[config.mk]
export PLATFORM = sky130hd
export DESIGN_NAME = nch_queue
export DESIGN_NICKNAME = d
export VERILOG_FILES = /design/src/design/assert_macros.svh /design/src/design/nch_pkg.sv /design/src/design/nch_queue.sv
export SDC_FILE = /design/constraint.sdc
export NUM_CORES = 1
export LEC_CHECK = 0
export ABC_AREA = 1
export BUFFER_PORTS_ARGS = -buffer_cell sky130_fd_sc_hd__buf_4
export CAP_MARGIN = 25
export CORE_MARGIN = 1.5
export CORE_UTILIZATION = 25
export DETAILED_ROUTE_END_ITERATION = 10
export GPL_TIMING_DRIVEN = 0
export PLACE_DENSITY = 0.47
export SYNTH_ARGS = -nofsm -noshare
export SYNTH_HDL_FRONTEND = slang
export SYNTH_SLANG_ARGS = --single-unit
[constraint.sdc]
create_clock -name clk -period 2.6 [get_ports clk]
set_input_delay 0.39 -clock clk [delete_from_list [all_inputs] [get_ports clk]]
set_output_delay 0.39 -clock clk [all_outputs]
set_load 0.005 [all_outputs]
[src/design/assert_macros.svh]
// assertion helpers
`ifndef ASSERT_MACROS_SVH
`define ASSERT_MACROS_SVH
`define ASSERT_CLK(label, prop, msg) \
  label: assert property (@(posedge clk) disable iff (!rst_n) prop) else $error(msg);
`endif

[src/design/nch_pkg.sv]
package nch_pkg;
  localparam int MAX_CENTRES   = 1024;
  localparam int MAX_DESC_LEN  = 128;
  localparam int ELEM_W        = 16;
  localparam int COUNT_W       = 32;
  localparam int CI_W          = 10;
  localparam int EI_W          = 7;
  localparam int DIST_W        = 40;
  localparam int CB_AW         = CI_W + EI_W;
  localparam int NC_W          = 11;
  localparam int LEN_W         = 8;
  localparam logic [DIST_W-1:0] DIST_MAX = {DIST_W{1'b1}};
  localparam logic [COUNT_W-1:0] COUNT_MAX = {COUNT_W{1'b1}};

  typedef enum logic [1:0] {
    OP_LOAD = 2'd0, OP_DESC = 2'd1, OP_READ = 2'd2, OP_CLEAR = 2'd3
  } op_t;

  localparam logic CFG_CENTRES = 1'b0;
  localparam logic CFG_LEN     = 1'b1;

  typedef struct packed {
    logic [1:0]      op;
    logic [CI_W-1:0] ci;
  } cmd_t;
endpackage

[src/design/nch_queue.sv]
module nch_queue import nch_pkg::*; (
  input  logic clk,
  input  logic rst_n,
  input  logic push,
  input  cmd_t din,
  output logic full,
  input  logic pop,
  output logic empty,
  output cmd_t dout
);
  cmd_t q_r [2];
  logic wp_r, rp_r;
  logic [1:0] cnt_r;
  assign full = cnt_r == 2'd2;
  assign empty = cnt_r == 2'd0;
  assign dout = q_r[rp_r];
  always_ff @(posedge clk) begin
    if (push) q_r[wp_r] <= din;
    if (!rst_n) begin
      wp_r <= 1'b0;
      rp_r <= 1'b0;
      cnt_r <= 2'd0;
    end else begin
      if (push) wp_r <= !wp_r;
      if (pop) rp_r <= !rp_r;
      cnt_r <= cnt_r + {1'b0, push} - {1'b0, pop};
    end
  end
endmodule

---- Word level (Yosys, flattened, before mapping) ----
Memory sizes are Yosys's and may differ from the RTL's. A register that Yosys moved wholly into a read port is not among the register bits.
Cells that the tools add are included.
operators by class
  add/sub/neg operators ................... 2
  equality and inequality tests ........... 1
  mux-type cells .......................... 4
  reductions and logical operators ........ 3
operators with widths
  kind                                         number
  1-bit 2-to-1 mux                             4
  2-bit by 1-bit adder with 2-bit output       1
  2-bit equality test (second input constant)  1
  1-bit zero test                              2
  2-bit zero test                              1
  2-bit by 1-bit subtractor with 2-bit output  1
word-level totals
  flip-flop bits (word level) ............. 4
  bits in writable memories ............... 24
  input bits .............................. 16
  output and inout bits ................... 14
  word-level logic and storage cells ...... 14
  memories ................................ 1
memory list
  memory  depth  width  read ports  clocked after Yosys merged registers in  wr ports  RTL line         RTL
  q_r     2      12     1           1                                        1         nch_queue.sv:11  cmd_t q_r [2];

---- Longest topological paths before layout ----
  depth in word-level cells ............... 3
  gate-level depth with buffers ........... 7
  mapped depth without buffers ............ 7

---- Least setup slack after synthesis ----
OpenSTA, ideal clock, no wires.
  path kind ............................... input port to flip-flop
  start ................................... input push
  end ..................................... memory q_r[0][0] in the netlist's numbering, enable pin
  library setup time ...................... 0.380 ns
  data arrival time ....................... 0.945 ns
  slack ................................... 1.275 ns
  stages .................................. 2
  path buffers ............................ 0
  path through ............................ inv_1 nor2_1
on the way
  longest elaborated chain between the ends .. 2
RTL lines
  item                                    RTL line         RTL
  from (decl)                             nch_queue.sv:4   input logic push,
  1-bit 2-to-1 mux                        nch_queue.sv:18  if (push) q_r[wp_r] <= din;
  1-bit 2-to-1 mux (implied by the code)  nch_queue.sv:18
  to (decl)                               nch_queue.sv:11
No other way between the ends.

==> out/qor.csv <==
metric,value,unit
Core Box Area,4350,um2
Worst setup SP type,flop,
CTS resizes,0,
WP data required,2.21,ns
Synth Warn #,0,
Initial Util,25.9,%
worst path cell trace,"buf_6, mux2_4, buf_4",
combinational share of power,13.6,%
io pins,30,
Finish-stage setup viols,0,
CTS Root Cell,clkbuf_8,
Peak VDD IR,0.231,mV
"Cell Area, Synth",1130,um2
Final Skew,0.00719,ns
Net Sw Frac,21.4,%
initial detailed-routing violation count,23,
period utilization,65.1,%
Clock Latency Late Sink,0.27,ns
Leak,0.635,nW
dpl cells,152,
GPL Wtd Cong,0.643,
"EDFF count, synth",24,
CP max stage cell,dfxtp_1,
GRT overflow,0,
initial antenna violation count,0,
"Hold Vio Cnt, Final",0,
share of the synthesized area in the top cell type,63.8,%
TritonCTS Sinks,29,
Die X,70.2,um
Sw Pwr,0.000216,W
Post-DP Area,1420,um2
vias in the first global route,638,
post-DR wirelength/cell,11.5,um
nets@finish,125,
fin worst setup slack,0.906,ns
cell-internal power,0.000795,W
Synth Net Count,88,
Finished Layout Cells,159,
Max Buffers Root-to-Sink,2,
fillers,431,
Die Span Y,70.2,um
Min-Delay Startpoint,din[1],
drt drc,0,
vias after detailed routing,638,
Achievable Freq,590,MHz
Layout area overhead,32.8,%
leading post-synthesis cells by cell area,"edfxtp_1, mux2_4, dfxtp_1",
Slew @ Worst Pin,0.497,ns
# rows,24,
pin count of the biggest net entering global routing,13,
post-layout min period,1.69,ns
design area,1500,um2
power share of the sequential group,53.8,%
share of cells above drive strength 1,44.9,%
dpl hpwl,1310,um
TritonCTS Buffers,5,
Cells after Synth,70,
Main synth FF type,edfxtp_1,
first-pass GRT wire length,2860,um
critical path arrival,1.30,ns
# port buffers,29,
fin. max-slew vios,0,
Netlist cell types,11,
WS Path Type,flop to output pin,
asr flop ratio synth,0,%
CTS H-tree depth,2,
Hold WC Path Type,input port to flop,
post-synthesis sequential area ratio,72.6,%
CP max stage delay,0.37,ns
CTS tree,done,
post-synthesis register bit count,29,
GRT Overall Usage,8.04,%
worst rel slew slack,66.9,%
crit-path max FO,10,
status,finished clean,
Worst R2R Start,cnt_r[0]$_SDFF_PN0_,
drt first pass iters,4,
pre-CTS WS,1.17,ns
Clk network pwr share,32.6,%
pwr dens,674,nW/um2
synthesized area per cell,16.1,um2
Final ANT Viol Nets,0,
vias per cell,4.01,
postcts setup bufs,0,
drt total wl,1820,um
cts hold-fix bufs,0,
Setup crit end kind,output pin,
n_diodes,0,
Clock transition at path regs,0.06,ns
Max-Cap Viols,0,
top-count cell post-synth,edfxtp_1,
die area,4930,um2
RSZ-0062 raised after global routing,no,
setup tns final,0,ns
Yosys top cell by area,edfxtp_1,
top post-synthesis cells by count,"edfxtp_1, mux2_4, nor2_1",
hold slack final,0.299,ns
registers in the layout (all words and copies together), names as in the netlist, named ones only:
signal,count
q_r,24
cnt_r,2
rp_r,1
wp_r,1
worst max-delay path, delay by kind of cell, from the launching register on:
kind,cells,cell delay [ns]
flops,1,0.37
buf+inv,2,0.33
mux,1,0.32
cells in the final DEF (no fill, tap or decap), drive strengths merged:
cell,n
a21oi,1
buf,31
clkbuf,6
clkinv,1
dfxtp,5
edfxtp,24
ha,2
inv,7
mux2,12
nand2,8
nand3,1
nor2,9
area by class of cell:
class / instances / area [um2] / share of cell area [%]
well taps: 52 / 65.1 / 4.34
inverters: 7 / 26.3 / 1.75
plain buffers: 1 / 11.3 / 0.751
flip-flops and latches: 29 / 821 / 54.7
multi-input cells: 33 / 272 / 18.1
clock inverters: 1 / 3.75 / 0.250
clock buffers: 6 / 72.6 / 4.84
repair buffers: 30 / 229 / 15.3
power groups by stage:
stage / clock network [W] / logic, W / registers, W
after global placement: 0 / 0.000134 / 0.000554
after global routing: 0.000365 / 0.000152 / 0.000548
after detailed placement: 0 / 0.000141 / 0.000555
after CTS: 0.000342 / 0.000141 / 0.000545
after floorplan: 0 / 0.0000704 / 0.000552
final: 0.000330 / 0.000137 / 0.000545
per-layer routing:
layer	track usage [%]	share of wire (%)	wire (um)
met5	0	0	0
met2	13.1	51	921
met4	5.13	1.0	19
met1	7.51	38	697
met3	4.91	10	185
through the flow:
step	total power, W	util [%]
after floorplan	0.000623	-
after global routing	0.00107	34.5
final	0.00101	34.5
after detailed placement	0.000696	32.7
after global placement	0.000688	32.4
after CTS	0.00103	34.5
final timing paths:
path | end | slack (ns) | cells after the start
max | dout[10] | 0.91 | 3
min reg2reg | rp_r$_SDFFE_PN0P_ | 0.50 | 2
min | q_r[1][1]$_DFFE_PP_ | 0.30 | 1
max reg2reg | cnt_r[1]$_SDFF_PN0_ | 1.41 | 7
cell families (layout without fill, tap and decap cells):
kind of cell	after synthesis	after routing	share of synthesized area [%]
compound gates	1	1	0.443
buf+inv	8	45	3.32
flops	29	29	72.6
fa+ha+maj	2	2	2.21
simple gates	18	18	6.09
mux	12	12	15.3
(Power assumes the default switching activity.)
