File: src/design/assert_macros.svh
// assertion helpers
`ifndef ASSERT_MACROS_SVH
`define ASSERT_MACROS_SVH
`define ASSERT_CLK(label, prop, msg) \
  label: assert property (@(posedge clk) disable iff (!rst_n) prop) else $error(msg);
`endif

File: src/design/nch_pkg.sv
package nch_pkg;
  localparam int MAX_CENTRES   = 1024;
  localparam int MAX_DESC_LEN  = 128;
  localparam int ELEM_W        = 16;
  localparam int COUNT_W       = 32;
  localparam int CI_W          = 10;
  localparam int EI_W          = 7;
  localparam int DIST_W        = 40;
  localparam int CB_AW         = CI_W + EI_W;
  localparam int NC_W          = 11;
  localparam int LEN_W         = 8;
  localparam logic [DIST_W-1:0] DIST_MAX = {DIST_W{1'b1}};
  localparam logic [COUNT_W-1:0] COUNT_MAX = {COUNT_W{1'b1}};

  typedef enum logic [1:0] {
    OP_LOAD = 2'd0, OP_DESC = 2'd1, OP_READ = 2'd2, OP_CLEAR = 2'd3
  } op_t;

  localparam logic CFG_CENTRES = 1'b0;
  localparam logic CFG_LEN     = 1'b1;

  typedef struct packed {
    logic [1:0]      op;
    logic [CI_W-1:0] ci;
  } cmd_t;
endpackage

File: src/design/nch_front.sv
module nch_front import nch_pkg::*; (
  input  logic                     in_valid,
  output logic                     in_ready,
  input  logic [1:0]               in_op,
  input  logic [CI_W-1:0]          in_centre_index,
  input  logic [EI_W-1:0]          in_element_index,
  input  logic signed [ELEM_W-1:0] in_element_value,
  input  logic [LEN_W-1:0]         len,
  output logic                     cb_we,
  output logic [CB_AW-1:0]         cb_waddr,
  output logic [ELEM_W-1:0]        wdata,
  output logic                     db_we,
  output logic                     q_push,
  output cmd_t                     q_cmd,
  input  logic                     q_full
);
  logic acc;
  logic [LEN_W-1:0] lenl;
  assign lenl = (len == '0) ? LEN_W'(1) :
                (len > LEN_W'(MAX_DESC_LEN)) ? LEN_W'(MAX_DESC_LEN) : len;
  assign in_ready = !q_full;
  assign acc = in_valid && in_ready;
  assign cb_we = acc && in_op == OP_LOAD;
  assign cb_waddr = {in_centre_index, in_element_index};
  assign wdata = in_element_value;
  assign db_we = acc && in_op == OP_DESC;
  always_comb begin
    q_push = 1'b0;
    unique case (in_op) inside
      OP_DESC:           q_push = acc && ({1'b0, in_element_index} == lenl - LEN_W'(1));
      OP_READ, OP_CLEAR: q_push = acc;
      default:           q_push = 1'b0;
    endcase
  end
  assign q_cmd = '{op: in_op, ci: in_centre_index};
endmodule

File: config.mk
export PLATFORM = sky130hd
export DESIGN_NAME = nch_front
export DESIGN_NICKNAME = d
export VERILOG_FILES = /design/src/design/assert_macros.svh /design/src/design/nch_pkg.sv /design/src/design/nch_front.sv
export SDC_FILE = /design/constraint.sdc
export NUM_CORES = 1
export LEC_CHECK = 0
export ABC_AREA = 1
export BUFFER_PORTS_ARGS = -buffer_cell sky130_fd_sc_hd__buf_2
export CAP_MARGIN = 20
export CORE_UTILIZATION = 35
export DETAILED_ROUTE_END_ITERATION = 7
export PLACE_DENSITY_LB_ADDON = 0.1
export SLEW_MARGIN = 20
export SYNTH_ARGS = -nofsm -noshare
export SYNTH_HDL_FRONTEND = slang
export SYNTH_SLANG_ARGS = --single-unit
File: constraint.sdc
create_clock -name vclk -period 2.8
set_input_delay 0.14 -clock vclk [all_inputs]
set_output_delay 0.14 -clock vclk [all_outputs]
set_load 0.005 [all_outputs]
### Word-level counts from Yosys, hierarchy flattened

Cells that the tools add are included.

* equal/unequal tests: 4
* reduce and logical (&&, ||, !) cells: 8
* $add $sub $neg: 1
* magnitude comparators: 1
* mux-type cells: 3

Operator list (count)
* $mux 8: 2
* $eq 7x8->1: 1
* $gt 8x8->1 const B: 1
* $logic_not 8->1: 1
* $sub 8x1->8 const B: 1
* $eq 2x2->1 const B: 2
* $logic_and 1x1->1: 4
* $eq 2x1->1 const B: 1
* $logic_not 2->1: 1
* $pmux 1 s2: 1
* $reduce_or 2->1: 1
* $logic_not 1->1: 1

* register bits: 0
* word-level logic and storage cells: 17
* output and inout bits: 49
* input bits: 45

### Logic depth before layout (Yosys ltp)

Gate-level depths: netlist (run 1).

* depth in word-level cells: 7
* mapped depth: 13
* gate-level depth less buffers: 13

### Least setup slack after synthesis (run 1)

No wires, ideal clock.

* path kind: in2out
* start point: in len[2]
* end point: out q_push
* slack: 1014 ps
* required time: 2660 ps
* path buffers: 0
* stages: 13
* arrival time: 1646 ps
* path through: nor2_1 > nand2_1 > o21ai_4 > nand2_2 > ha_1 > xnor2_1 > nor4_1 > nand2_1 > nor2_1 > nand3_1 > nor2_1 > nand2_1 > nand2_1

* longest elaborated chain between the ends: 7
* elaborated cells between the ends (all ways): 8
* classes of those cells: add/sub: 1; order compare: 1; eq/ne: 1; mux: 3; reduce/logical: 2

Ends and longest elaborated chain
* from (decl): line nch_front.sv:8 `input logic [LEN_W-1:0] len,`
* $gt 8x8->1: line nch_front.sv:20 `(len > LEN_W'(MAX_DESC_LEN)) ? LEN_W'(MAX_DESC_LEN) : len;`
* $mux 8: line nch_front.sv:20
* $mux 8 *: line nch_front.sv:19 `assign lenl = (len == '0) ? LEN_W'(1) :`
* $sub 8x1->8 *: line nch_front.sv:30 `OP_DESC: q_push = acc && ({1'b0, in_element_index} == lenl - LEN_W'(1));`
* $eq 7x8->1 *: line nch_front.sv:30
* $logic_and 1x1->1 *: line nch_front.sv:30
* $pmux 1 s2 *: line nch_front.sv:29 `unique case (in_op) inside`
* to (decl): line nch_front.sv:13 `output logic q_push,`

Mark *: on every way between the ends. The rest lies on a longest branch, timed or not.

### Worst setup path in the final report (run 1)

Ends and elaborated chain as after synthesis.

==> results of run 1 <==
[layout make-up]
type | count | area [µm²] | share of cell area [%]
multi-input cells | 61 | 316.6 | 58.84
repair buffers | 32 | 160.2 | 29.77
well taps | 25 | 31.28 | 5.814
inverters | 8 | 30.03 | 5.581
[through the flow]
stage | instance area (µm²) | utilization [%] | hold WS (ns) | setup slack [ns] | std cells
6_report | 538.0 | 30.18 | 0.2800 | 0.6341 | 126
4_1_cts | 538.0 | 30.18 | 0.2800 | 0.6063 | 126
3_5_place_dp | 538.0 | 30.18 | 0.2800 | 0.6083 | 126
5_1_grt | 538.0 | 30.18 | 0.2800 | 0.4126 | 126
3_3_place_gp | 538.0 | 30.18 | 0.2800 | 0.6608 | 126
2_1_floorplan | 684.4 | - | 0.3142 | 1.014 | 114
[synthesized netlist by cell type]
cell / count / area, µm²
a21oi_1: 1 / 5.000
buf_4: 45 / 337.8
ha_1: 1 / 12.51
inv_1: 8 / 30.03
nand2_1: 25 / 93.84
nand2_2: 1 / 6.260
nand3_1: 6 / 30.03
nand3_2: 1 / 10.01
nand3b_1: 1 / 7.510
nand4_1: 2 / 12.51
nor2_1: 9 / 33.78
nor3_1: 2 / 10.01
nor4_1: 1 / 6.260
o21ai_0: 3 / 15.01
o21ai_1: 1 / 5.000
o21ai_4: 1 / 16.27
xnor2_1: 5 / 43.79
xor2_1: 1 / 8.760
[how the worst max path moves through the flow]
| stage | startpoint | end | slack [ns] |
|---|---|---|---|
| global placement | len[5] | q_push | 0.66 |
| detailed placement | len[2] | q_push | 0.61 |
| CTS | len[2] | q_push | 0.61 |
| global route | len[2] | q_push | 0.41 |
| floorplan | len[2] | q_push | 1.01 |
| finish | len[2] | q_push | 0.63 |
[metal layers]
metal / vias up / track usage, %
li1: 289 / -
met1: 216 / 14.25
met2: 16 / 17.46
met3: 8 / 0.3922
met4: 0 / 3.529
met5: - / 0
[worst max-delay path, cell delays in order]
cell and delay (ns):
buf_2 0.13, nor2_1 0.14, nand2_1 0.11, o21ai_4 0.26
nand2_2 0.12, ha_1 0.31, xnor2_1 0.12, nor4_1 0.16
nand2_1 0.07, nor2_1 0.10, nand3_1 0.07, nor2_1 0.08
nand2_1 0.05, nand2_1 0.05, buf_2 0.10
[kinds of logic (layout without fill, tap and decap cells)]
| family | after synthesis | in the layout | synth area share (%) |
|---|---|---|---|
| buf+inv | 53 | 40 | 53.75 |
| simple gates | 48 | 48 | 30.71 |
| compound gates | 6 | 6 | 6.032 |
| xor+xnor | 6 | 6 | 7.678 |
| fa+ha+maj | 1 | 1 | 1.828 |
[power by group]
part	internal [W]	switching [W]	total (W)
Clock	0	0	0
Combinational	0.0000354	0.0000427	0.0000781
Sequential	0	0	0
==> flow_summary_export.csv, run 1 <==
group,metric,value,unit
global_routing,grt.overflow.total,0,
placed_design,place_congestion,0.7359,
job,drv_cap,0,
detailed_routing,finalWirelength,1.163,mm
global_routing,grt_pass1_wl,1.745,mm
pwr,powerDensity,145.2,nW/µm²
floorplan,start_util,38.39,%
synth,ys_types,18,
final_layout,area_growth,-21.39,%
detailed_routing,route.vias.total,529,
synth,yosys_warnings,0,
min_path,min_to,"wdata[11]",
floorplan,dieWidth,46.22,µm
final_layout,drive_above_1_share,34.65,%
detailed_routing,viasPerCell,4.198,
pwr,power,0.00007813,W
pwr,peakVddDrop,0.00004009,V
placed_design,dp_hpwl,1.035,mm
setup_path,endpoint_kind,"output port",
detailed_routing,wl_met3,97,µm
detailed_routing,route.detailed.drc,0,
timing,maxSlewViolCount,0,
global_routing,grt_usage,10.48,%
timing,setup_violations,0,
synth,ys_seq_area_share,0,%
timing,tns,0,ns
placed_design,port_buffers,32,
global_routing,first_global_vias,439,
detailed_routing,drt_pass1_iterations,4,
floorplan,io_pins,94,
min_path,worstHoldStart,"in_element_value[11]",
detailed_routing,route.met2.wl,522,µm
synth,syn_inst,114,
pwr,leakagePower,0.3093,nW
floorplan,core,1783,µm²
min_path,hold_path_class,"in -> out",
run_status,status,"completed",
setup_path,start_kind,"input pin",
timing,final.period_utilization,77.35,%
clock_tree,postCtsSetupBuffers,0,
global_routing,grt_max_degree,10,
final_layout,layout.nets,149,
detailed_routing,drt_iter0_markers,3,
detailed_routing,top_layer,"met4",
setup_path,crit_type,"in -> out",
setup_path,worst_ep_arrival_time,2.03,ns
global_routing,antenna_found_initial,0,
final_layout,final_cell_mix,"buf_2, nand2_1, nor2_1",
detailed_routing,ant_nets,0,
final_layout,flops_and_latches,0,
synth,syn_area_per_cell,6.004,µm²
detailed_routing,wl_per_cell,9.230,µm
synth,synth.net_count,160,
floorplan,fp.dieArea,2136,µm²
detailed_routing,met1Wirelength,520,µm
final_layout,n_antenna_cell,0,
final_layout,num-fill-cells,211,
clock_tree,post_cts_resized,0,
timing,rsz0062_at_grt,"false",
synth,syn_area,684.4,µm²
min_path,hold_depth,0,
final_layout,register_area,0,µm²
clock_tree,hold_buffers,0,
floorplan,num_rows,15,
final_layout,final.clkbuf_count,0,
setup_path,critPathRequiredTime,2.66,ns
timing,slew_headroom,79.06,%
timing,fmax,461.7,MHz
setup_path,path_max_fanout,9,
floorplan,die_h,46.22,µm
timing,tightestPinTransition,0.3108,ns
timing,period_minus_slack,2.166,ns
timing,hold_violations,0,
final_layout,final_common_cell,"buf_2",
Power figures use the tool's default switching activity.
==> run 2, diff against run 1 <==
--- a/config.mk
+++ b/config.mk
@@ -5,10 +5,10 @@
 export SDC_FILE = /design/constraint.sdc
 export NUM_CORES = 1
 export LEC_CHECK = 0
-export ABC_AREA = 1
+export ABC_AREA = 0
 export BUFFER_PORTS_ARGS = -buffer_cell sky130_fd_sc_hd__buf_2
 export CAP_MARGIN = 20
-export CORE_UTILIZATION = 35
+export CORE_UTILIZATION = 29
 export DETAILED_ROUTE_END_ITERATION = 7
 export PLACE_DENSITY_LB_ADDON = 0.1
 export SLEW_MARGIN = 20
==> constraint.sdc (replaced) <==
create_clock -name vclk -period 1.8
set_input_delay 0.09 -clock vclk [all_inputs]
set_output_delay 0.09 -clock vclk [all_outputs]
set_load 0.005 [all_outputs]
==> run 2 against run 1 <==
  * Count of clock-buffer cells in the layout is the same
  * Sequential share of layout area is the same
  * The run now ends with setup timing left
  * Largest cell class unchanged
  * Worst hold slack lost 0.10 ns
  * Die area grew 16%
  * First-iteration DRC count is the same
  * Cell area grew 23%
  * Setup slack lost 0.90 ns
  * Largest power group unchanged
  * Via count shrank 0.19%
==> flow_summary_export.csv, run 2 <==
group,metric,value,unit
timing,setup_violations,1,
timing,tightestPinTransition,0.3191,ns
pwr,leakagePower,0.2990,nW
final_layout,layout.nets,136,
floorplan,die_h,49.73,µm
final_layout,final_common_cell,"buf_2",
placed_design,place_area,638.1,µm²
synth,synth.area.top_cells,"buf_4, xnor2_1, xor2_1",
detailed_routing,ant_nets,0,
job,drv_cap,0,
min_path,hold_path_class,"in -> out",
clock_tree,postCtsSetupBuffers,0,
detailed_routing,drt_iter0_markers,3,
floorplan,dieWidth,49.73,µm
floorplan,io_pins,94,
placed_design,dp_cells,115,
setup_path,critPathRequiredTime,1.71,ns
synth,yosys_warnings,0,
global_routing,antenna_found_initial,0,
setup_path,endpoint_kind,"output port",
setup_path,path_max_fanout,2,
synth,syn_area,660.6,µm²
timing,fmax,485.2,MHz
timing,setup_ws,-0.2609,ns
global_routing,grt_max_degree,8,
final_layout,final_cell_mix,"buf_2, buf_4, inv_1",
final_layout,num-fill-cells,252,
detailed_routing,finalWirelength,1.376,mm
placed_design,place_congestion,0.6125,
final_layout,stdcell_count,115,
synth,synth_top_area_share,51.14,%
synth,syn_area_per_cell,7.507,µm²
detailed_routing,route.detailed.drc,0,
final_layout,flops_and_latches,0,
clock_tree,hold_buffers,0,
detailed_routing,viasPerCell,4.591,
global_routing,grt.overflow.total,0,
synth,yosys.area.top_type,"buf_4",
timing,maxSlewViolCount,0,
pwr,powerDensity,213.5,nW/µm²
floorplan,num_rows,16,
detailed_routing,route.vias.total,528,
setup_path,worst_ep_arrival_time,1.97,ns
global_routing,grt_usage,10.47,%
final_layout,n_antenna_cell,0,
synth,syn_inst,88,
timing,period_minus_slack,2.061,ns
run_status,status,"finished with violations",
final_layout,finalInstanceArea,664.4,µm²
detailed_routing,wl_per_cell,11.97,µm
synth,synth.net_count,134,
placed_design,pre_cts_slack,-0.2842,ns
synth,yosysMostFrequentCell,"buf_4",
timing,hold_ws,0.1800,ns
timing,slew_headroom,78.44,%
floorplan,start_util,32.35,%
floorplan,fp.dieArea,2473,µm²
synth,ys_seq_area_share,0,%
pwr,power,0.0001418,W
final_layout,area_growth,0.5681,%
global_routing,first_global_vias,468,
final_layout,final.clkbuf_count,0,
setup_path,start_kind,"input pin",
floorplan,core,2042,µm²
final_layout,drive_above_1_share,63.64,%
placed_design,port_buffers,32,
synth,ys_types,32,
detailed_routing,drt_pass1_iterations,4,
final_layout,register_area,0,µm²
global_routing,grt_pass1_wl,2.125,mm
setup_path,crit_type,"in -> out",
timing,hold_violations,0,
timing,rsz0062_at_grt,"true",
pwr,peakVddDrop,0.00005941,V
synth,ys_top_cells_by_count,"buf_4, inv_1, o21ai_0, xnor2_1",
placed_design,dp_hpwl,1.175,mm
run_status,violations,"setup timing",
timing,final.period_utilization,114.5,%
==> run 2: worst max-delay path, stage by stage <==
cell and delay [ns]:
buf_2 0.12, nor4_4 0.25, nor3b_2 0.22, o21ai_2 0.09, ha_4 0.27, xor2_1 0.14
nand2_1 0.09, nor4_2 0.24, nand4_1 0.15, o31ai_2 0.18, buf_2 0.14
==> run 2: power by group <==
part	internal, W	switching (W)	leakage [nW]
logic	0.0000773	0.0000646	0.299
clock network	0	0	0
registers	0	0	0
total	0.0000773	0.0000646	0.299
==> run 2: kinds of logic (layout without fill, tap and decap cells) <==
kind of cell	Yosys count	after routing	synth area share, %
adders and majority gates	1	1	1.894
AOI/OAI and AO/OA	14	14	15.15
xor gates and xnor gates	5	5	6.630
and+or+nand+nor	20	20	23.49
buffers and inverters	48	48	52.84
==> run 2: cell type report <==
type,count,area (µm²),share of cell area (%)
Inverter,3,11.26,1.695
Multi-Input combinational cell,40,355.3,53.48
Timing Repair Buffer,45,264.0,39.74
Tap cell,27,33.78,5.085
==> run 2: final timing paths <==
check / from / depth (start not counted) / end / slack [ns]
worst min-delay path: in_element_value[0] / 0 / wdata[0] / 0.18
worst max-delay path: len[3] / 11 / q_push / -0.26
==> run 2: per-stage QoR <==
step                utilization, %  TNS [ns]
finish                       32.54   -0.2609
global route                 32.54   -0.3747
CTS                          31.56   -0.2670
detailed placement           31.25   -0.2842
global placement             31.25   -0.2541
floorplan                        -         0
==> run 2: per-layer routing <==
layer	vias to the layer above	global-route usage (%)	part of all wire [%]
met5	-	0	0
met2	24	16.67	46
li1	267	-	-
met3	0	1.852	11
met4	0	0.4762	0
met1	237	15.20	43
==> run 2: timing repair <==
| action | in CTS | in global routing |
|---|---|---|
| gates resized for setup | 2 | 3 |
| endpoints found under the setup margin | 1 | 1 |
| cloned | 0 | 0 |
| pin swaps | 2 | 2 |
